===== config.mk =====
export PLATFORM = sky130hd
export DESIGN_NAME = ncf_engine
export DESIGN_NICKNAME = d
export VERILOG_FILES = /design/src/ncf_pkg.sv /design/src/ncf_engine.sv
export SDC_FILE = /design/constraint.sdc
export NUM_CORES = 1
export LEC_CHECK = 0
export ABC_AREA = 1
export BUFFER_PORTS_ARGS = -buffer_cell sky130_fd_sc_hd__buf_2
export CORE_MARGIN = 5
export CORE_UTILIZATION = 40
export DETAILED_ROUTE_END_ITERATION = 10
export PLACE_DENSITY = 0.67
export REMOVE_ABC_BUFFERS = 1
export SLEW_MARGIN = 20
export SYNTH_ARGS = -nofsm -noshare
export SYNTH_HDL_FRONTEND = slang
export SYNTH_SLANG_ARGS = --single-unit

===== constraint.sdc =====
create_clock -name clk -period 22.4 [get_ports clk]
set_input_delay 4.48 -clock clk [delete_from_list [all_inputs] [get_ports clk]]
set_output_delay 4.48 -clock clk [all_outputs]
set_load 0.01 [all_outputs]

===== src/ncf_pkg.sv =====
`timescale 1ns / 1ps
// ----------------------------------------------------------------------------
// ncf_pkg
// Shared types and constants of the negative cycle finder.
// ----------------------------------------------------------------------------
package ncf_pkg;

	localparam int VTX_W  = 5;
	localparam int VX_W   = 6;
	localparam int DIST_W = 32;
	localparam int IN_W_W = 16;

	localparam logic [VX_W-1:0] PRED_NONE = 6'd63;

	typedef struct packed {
		logic [VTX_W-1:0]         src;
		logic [VTX_W-1:0]         dst;
		logic signed [DIST_W-1:0] weight;
	} edge_t;

	typedef struct packed {
		logic                     we;
		logic [VX_W-1:0]          addr;
		logic [VX_W-1:0]          pred;
		logic signed [DIST_W-1:0] dval;
	} dist_wr_t;

	typedef struct packed {
		logic [VX_W-1:0]          pred;
		logic signed [DIST_W-1:0] dval;
	} dist_rd_t;

endpackage


===== src/ncf_engine.sv =====
`timescale 1ns / 1ps
// ----------------------------------------------------------------------------
// ncf_engine
// Search sequencer: relaxation rounds, check round, cycle walk and output.
// ----------------------------------------------------------------------------
module ncf_engine #(
	parameter int MAX_VERTICES = 32,
	parameter int VIW          = 5,
	parameter int EAW          = 8,
	parameter int ECW          = 9
) (
	input  logic                          clk,
	input  logic                          arst_n,
	input  logic                          go,
	input  logic [ncf_pkg::VX_W-1:0]      n,
	input  logic [ECW-1:0]                total,
	output logic [EAW-1:0]                edge_raddr,
	input  ncf_pkg::edge_t                edge_rd,
	output ncf_pkg::dist_wr_t             dw,
	output logic [ncf_pkg::VX_W-1:0]      raddr_a,
	output logic [ncf_pkg::VX_W-1:0]      raddr_b,
	input  ncf_pkg::dist_rd_t             rd_a,
	input  ncf_pkg::dist_rd_t             rd_b,
	output logic                          busy,
	output logic                          clear_edges,
	output logic                          strobe,
	output logic                          found,
	output logic [ncf_pkg::VTX_W-1:0]     vertex,
	output logic                          last
);
	import ncf_pkg::*;

	localparam logic [3:0] S_IDLE    = 4'd0;
	localparam logic [3:0] S_NEXTSRC = 4'd1;
	localparam logic [3:0] S_EREAD   = 4'd2;
	localparam logic [3:0] S_DREAD   = 4'd3;
	localparam logic [3:0] S_RELAX   = 4'd4;
	localparam logic [3:0] S_WREAD   = 4'd5;
	localparam logic [3:0] S_WSTEP   = 4'd6;
	localparam logic [3:0] S_CREAD   = 4'd7;
	localparam logic [3:0] S_CSTEP   = 4'd8;
	localparam logic [3:0] S_OHEAD   = 4'd9;
	localparam logic [3:0] S_ORD     = 4'd10;
	localparam logic [3:0] S_OWR     = 4'd11;

	logic [3:0]              state_q;
	logic [VX_W-1:0]         s_q, round_q, x_q, walk_q, cur_q, cnt_q, idx_q;
	logic [ECW-1:0]          j_q;
	edge_t                   e_q;
	logic [MAX_VERTICES-1:0] valid_q, reached_q;
	logic [VX_W-1:0]         chain [MAX_VERTICES];
	logic [VX_W-1:0]         chain_rd_q;
	logic                    strobe_q, found_q, last_q;
	logic [VTX_W-1:0]        vertex_q;

	logic [VX_W-1:0]         u, v, p, paddr;
	logic                    inr, ok, better, fin;
	logic signed [DIST_W:0]  sum33;
	logic signed [DIST_W-1:0] sum;

	function automatic logic [VIW-1:0] vi(input logic [VX_W-1:0] a);
		return a[VIW-1:0];
	endfunction

	assign u      = VX_W'(e_q.src);
	assign v      = VX_W'(e_q.dst);
	assign inr    = (u < n) && (v < n);
	assign sum33  = {rd_a.dval[DIST_W-1], rd_a.dval} + {e_q.weight[DIST_W-1], e_q.weight};
	always_comb begin
		if (sum33[DIST_W] != sum33[DIST_W-1]) begin
			sum = sum33[DIST_W] ? {1'b1, {(DIST_W-1){1'b0}}} : {1'b0, {(DIST_W-1){1'b1}}};
		end else begin
			sum = sum33[DIST_W-1:0];
		end
	end
	assign better = !valid_q[vi(v)] || (sum < rd_b.dval);
	assign ok     = inr && valid_q[vi(u)] && better;

	assign paddr = (state_q == S_WSTEP) ? x_q : cur_q;
	assign p     = valid_q[vi(paddr)] ? rd_a.pred : PRED_NONE;

	assign fin = ((state_q == S_NEXTSRC) && (s_q == n)) ||
	             ((state_q == S_ORD) && (idx_q == '0));

	assign edge_raddr = j_q[EAW-1:0];

	always_comb begin
		raddr_a = cur_q;
		raddr_b = VX_W'(edge_rd.dst);
		case (state_q)
			S_DREAD: raddr_a = VX_W'(edge_rd.src);
			S_WREAD: raddr_a = x_q;
			default: raddr_a = cur_q;
		endcase
	end

	always_comb begin
		dw = '0;
		if (state_q == S_RELAX && ok) begin
			dw = '{we: 1'b1, addr: v, pred: u, dval: sum};
		end else if (state_q == S_NEXTSRC && s_q != n && !reached_q[vi(s_q)]) begin
			dw = '{we: 1'b1, addr: s_q, pred: PRED_NONE, dval: '0};
		end
	end

	// one result per cycle in which a result is produced
	always_ff @(posedge clk or negedge arst_n) begin
		if (!arst_n) begin
			strobe_q <= 1'b0;
		end else begin
			strobe_q <= fin || (state_q inside {S_OHEAD, S_OWR});
		end
	end

	always_ff @(posedge clk or negedge arst_n) begin
		if (!arst_n) begin
			state_q   <= S_IDLE;
			valid_q   <= '0;
			reached_q <= '0;
			s_q       <= '0;
			round_q   <= '0;
			j_q       <= '0;
			e_q       <= '0;
			x_q       <= '0;
			walk_q    <= '0;
			cur_q     <= '0;
			cnt_q     <= '0;
			idx_q     <= '0;
			found_q   <= 1'b0;
			last_q    <= 1'b0;
			vertex_q  <= '0;
		end else begin
			case (state_q)
				S_IDLE: begin
					if (go) begin
						s_q     <= '0;
						state_q <= S_NEXTSRC;
					end
				end
				S_NEXTSRC: begin
					if (s_q == n) begin
						found_q   <= 1'b0;
						vertex_q  <= '0;
						last_q    <= 1'b1;
						reached_q <= '0;
						state_q   <= S_IDLE;
					end else if (reached_q[vi(s_q)]) begin
						s_q <= s_q + 1'b1;
					end else begin
						valid_q <= MAX_VERTICES'(1) << vi(s_q);
						round_q <= VX_W'(1);
						j_q     <= '0;
						state_q <= S_EREAD;
					end
				end
				S_EREAD: begin
					if (j_q == total) begin
						j_q <= '0;
						if (round_q == n) begin
							reached_q <= reached_q | valid_q;
							s_q       <= s_q + 1'b1;
							state_q   <= S_NEXTSRC;
						end else begin
							round_q <= round_q + 1'b1;
						end
					end else begin
						state_q <= S_DREAD;
					end
				end
				S_DREAD: begin
					e_q     <= edge_rd;
					state_q <= S_RELAX;
				end
				S_RELAX: begin
					if (ok) begin
						valid_q[vi(v)] <= 1'b1;
					end
					if (ok && round_q == n) begin
						x_q     <= v;
						walk_q  <= '0;
						state_q <= S_WREAD;
					end else begin
						j_q     <= j_q + 1'b1;
						state_q <= S_EREAD;
					end
				end
				S_WREAD: begin
					if (walk_q == n) begin
						cur_q   <= x_q;
						cnt_q   <= '0;
						state_q <= S_CREAD;
					end else begin
						state_q <= S_WSTEP;
					end
				end
				S_WSTEP: begin
					if (p >= n) begin
						cur_q   <= x_q;
						cnt_q   <= '0;
						state_q <= S_CREAD;
					end else begin
						x_q     <= p;
						walk_q  <= walk_q + 1'b1;
						state_q <= S_WREAD;
					end
				end
				S_CREAD: begin
					cnt_q   <= cnt_q + 1'b1;
					state_q <= S_CSTEP;
				end
				S_CSTEP: begin
					if (p >= n || p == x_q || cnt_q == n) begin
						state_q <= S_OHEAD;
					end else begin
						cur_q   <= p;
						state_q <= S_CREAD;
					end
				end
				S_OHEAD: begin
					found_q  <= 1'b1;
					vertex_q <= x_q[VTX_W-1:0];
					last_q   <= 1'b0;
					idx_q    <= cnt_q - 1'b1;
					state_q  <= S_ORD;
				end
				S_ORD: begin
					if (idx_q == '0) begin
						found_q   <= 1'b1;
						vertex_q  <= x_q[VTX_W-1:0];
						last_q    <= 1'b1;
						reached_q <= '0;
						state_q   <= S_IDLE;
					end else begin
						state_q <= S_OWR;
					end
				end
				S_OWR: begin
					found_q  <= 1'b1;
					vertex_q <= chain_rd_q[VTX_W-1:0];
					last_q   <= 1'b0;
					idx_q    <= idx_q - 1'b1;
					state_q  <= S_ORD;
				end
				default: state_q <= S_IDLE;
			endcase
		end
	end

	// cycle chain memory
	always_ff @(posedge clk) begin
		if (state_q == S_CREAD) begin
			chain[vi(cnt_q)] <= cur_q;
		end
		chain_rd_q <= chain[vi(idx_q)];
	end

	assign busy        = (state_q != S_IDLE);
	assign clear_edges = fin;
	assign strobe      = strobe_q;
	assign found       = found_q;
	assign vertex      = vertex_q;
	assign last        = last_q;

	a_last_idle: assert property (@(posedge clk) disable iff (!arst_n)
		strobe_q && last_q |-> state_q == S_IDLE)
		else $error("final result while search still active");
	a_miss_last: assert property (@(posedge clk) disable iff (!arst_n)
		strobe_q && !found_q |-> last_q)
		else $error("not-found result without last mark");
	a_wr_phase: assert property (@(posedge clk) disable iff (!arst_n)
		dw.we |-> (state_q == S_RELAX || state_q == S_NEXTSRC))
		else $error("distance write outside relax or init");
	a_idle_clean: assert property (@(posedge clk) disable iff (!arst_n)
		state_q == S_IDLE |-> reached_q == '0)
		else $error("reached marks left set while idle");
	a_fin_idle: assert property (@(posedge clk) disable iff (!arst_n)
		fin |=> state_q == S_IDLE)
		else $error("search end did not return to idle");

endmodule


==> metrics.md <==
| Metric | Value |
|---|---|
| Die width | `233 um` |
| Routed vias | `18300` |
| Placed inst area | `21300 um^2` |
| Synth cell types | `60` |
| Site Rows | `81` |
| Final Util | `46.1%` |
| Clk pin slew, worst setup/hold paths | `0.05 ns` |
| Fin Hold WS | `0.472 ns` |
| R2R cell count | `39` |
| CTS HTree Levels | `2` |
| Total core area | `49000 um^2` |
| Worst hold stages | `2` |
| Comb pwr share | `55.0%` |
| Slew Viols, Final | `0` |
| WL/cell | `18.3 um` |
| Die Height | `233 um` |
| Most frequent cell on the critical path | `nand2_1` |
| Post-route cell area | `22600 um^2` |
| Req. time, crit path | `17.92 ns` |
| Final setup TNS | `0 ns` |
| PwrDens | `150 nW/um^2` |
| Minimum clock period | `16.97 ns` |
| Yosys Warn Count | `0` |
| GRT Util Overall | `22.1%` |
| Synthesis-to-finish area growth | `13.8%` |
| # Max-Cap Violations | `0` |
| Critical path fanouts, max | `67` |
| Startpoint type of the worst setup path | `primary input` |
| Mapped cell area | `19800 um^2` |
| Hold Path Class | `register to register` |
| Initial Util | `40.5%` |
| Yosys reg bits | `334` |
| Slew @ Worst Pin | `1.08 ns` |
| Pre-CTS WS | `5.54 ns` |
| Routed Wire Length | `60.8 mm` |
| Final setup viols | `0` |
| Number of routed nets with antenna violations | `0` |
| Placed Cells incl. Taps | `3246` |
| Clock root cell | `clkbuf_16` |
| Final worst-path cycle share | `75.8%` |
| Post_cts resized | `0` |
| Fmax | `0.0589 GHz` |
| DR pass1 iterations | `6` |
| Final WS setup | `5.43 ns` |
| CTS Sinks | `334` |
| Mapped Avg Cell Area | `8.00 um^2` |
| Most common cell after layout, fill and taps aside | `nand2_1` |
| Worst EP arrival | `12.49 ns` |
| DP HPWL | `43.6 mm` |
| R2R setup slack | `13.82 ns` |
| Setup CP Type | `primary input to output port` |
| Rel. slew slack | `27.4%` |
| Vias in the first global route | `18000` |
| IO Count | `211` |
| Hold_sp | `e_q[12]` |
| Crit end category | `output port` |
| CTS tree | `built` |
| Worst path slowest cell | `clkinv_1` |
| Largest net degree at the start of global routing | `110` |
| Gpl congestion | `0.991` |
| Register Area | `9140 um^2` |
| Reg2reg start | `e_q[2]` |
| Predominant post-synthesis flop cell | `dfrtp_1` |
| Bufs on Longest Clock Path | `3` |
| Worst-Skew Late Latency | `0.58 ns` |
| Status | `completed` |
| Seq pwr share | `26.2%` |
| Most frequent cells in the layout | `598 x nand2_1, 268 x nor2_1, 250 x inv_1, 202 x buf_2, 188 x o21ai_0` |
| Worst ir drop on vdd | `0.000116 V` |
| Cells after Synth | `2476` |
| Hold endpoint | `e_q[12]` |
| Sw Ratio | `49.0%` |
| DIE AREA | `54100 um^2` |
| Hold Violations, Final | `0` |
| Filler cells | `4847` |
| Power consumption | `3.39 mW` |
| CP peak stage delay | `0.79 ns` |
| DR iter-0 viols | `1697` |
| Psw | `1.66 mW` |
| Vias/cell | `5.51` |
| DRC Markers | `0` |
| Post-route insts no fill | `3322` |
| Pint | `1.73 mW` |
| Seq/Total Area, Yosys | `46.1%` |
| Initial antenna violation count | `8` |
| # hold bufs at CTS | `0` |
| EDFF count, synth | `160` |
| Part of the power in the clock network | `18.7%` |
| Port Buf Inserts | `203` |
| Synth async-reset ratio | `50.6%` |
| R2R Path End | `j_q[7]` |
| Unrepaired setup endpoints after global routing | `false` |
| Leak Pwr | `10.4 nW` |
| Global-route wire length before repair | `96.1 mm` |
| Grt ovf | `0` |
| CTS buffer count | `40` |
| Layout cells sized above 1 | `12.7%` |
| Clk_skew | `0.0204 ns` |
| Post-layout nets | `2854` |
| Post-CTS Setup Bufs | `0` |
| Area of the multi-input gates | `9180 um^2` |
## state kept, by name (all words and copies together), names as in the netlist
register / count
chain: 160
e_q: 42
reached_q: 32
valid_q: 32
j_q: 9
cnt_q: 6
cur_q: 6
idx_q: 6
round_q: 6
s_q: 6
walk_q: 6
x_q: 6
chain_rd_q: 5
vertex: 5
state_q: 4
found: 1
last: 1
strobe: 1
## routing by layer
layer  track usage (%)  routed length [um]  vias to the layer above
li1                  -                   -                     8686
met1              29.2               25400                     8666
met2              35.2               27600                      760
met3              5.56                5350                      174
met4              8.14                2380                        8
met5                 0                  54                        -
## synthesized netlist by cell type, types with 12 or more instances
| cell | count | area [um^2] |
|---|---|---|
| a21oi_1 | 153 | 766 |
| a22oi_1 | 19 | 143 |
| a31oi_1 | 12 | 75.1 |
| buf_2 | 14 | 70.1 |
| buf_4 | 15 | 113 |
| clkbuf_1 | 73 | 274 |
| dfrtp_1 | 169 | 4230 |
| edfxtp_1 | 160 | 4800 |
| ha_1 | 93 | 1160 |
| inv_1 | 252 | 946 |
| nand2_1 | 598 | 2240 |
| nand2_2 | 18 | 113 |
| nand3_1 | 126 | 631 |
| nand4_1 | 28 | 175 |
| nor2_1 | 270 | 1010 |
| nor3_1 | 19 | 95.1 |
| o21a_1 | 14 | 105 |
| o21ai_0 | 188 | 941 |
| o21ai_1 | 15 | 75.1 |
| o221ai_1 | 21 | 184 |
| o22ai_1 | 71 | 444 |
| or2_2 | 13 | 81.3 |
| xor2_1 | 18 | 158 |
## how the worst max path moves through the flow
| stage | startpoint | endpoint | slack, ns |
|---|---|---|---|
| detailed placement | rd_a[2] | dw[44] | 5.54 |
| finish | rd_a[2] | dw[44] | 5.43 |
| global route | rd_a[2] | dw[44] | 4.69 |
| CTS | rd_a[2] | dw[44] | 5.53 |
| global placement | rd_a[2] | dw[44] | 5.68 |
| floorplan | rd_a[2] | dw[44] | 7.69 |
## power groups by stage
stage / Sequential (mW) / Clock, mW / Combinational (mW)
6_report: 0.890 / 0.636 / 1.87
5_1_grt: 0.902 / 0.674 / 2.11
4_1_cts: 0.887 / 0.649 / 1.85
2_1_floorplan: 0.885 / 0 / 1.25
3_3_place_gp: 0.894 / 0 / 1.80
3_5_place_dp: 0.898 / 0 / 1.84
## kinds of logic after synthesis
group	Yosys count	share of synthesized area, %
XOR/XNOR	26	1.15
adder cells (fa/ha/maj)	94	5.97
other	1	0.0189
buffers and inverters	376	7.66
multiplexers	1	0.0505
AO/OA/AOI/OAI	550	16.3
AND/OR/NAND/NOR	1094	22.8
flip-flops	334	46.1
## layout make-up
cell class	instances	area share, %
well taps	664	3.68
multi-input cells	1766	40.7
flip-flops and latches	334	40.5
clock inverters	18	0.771
diodes	3	0.0333
repair buffers	218	5.04
inverters	264	4.40
clock buffers	55	4.87
## critical path: cells and delay by family
family	cells	cell delay (ns)
xor gates and xnor gates	1	0.22
and+or+nand+nor	17	2.63
adders and majority gates	3	1.28
AOI/OAI and AO/OA	9	1.76
buffers and inverters	7	2.10
No activity file was read; power rests on OpenSTA's default activity.
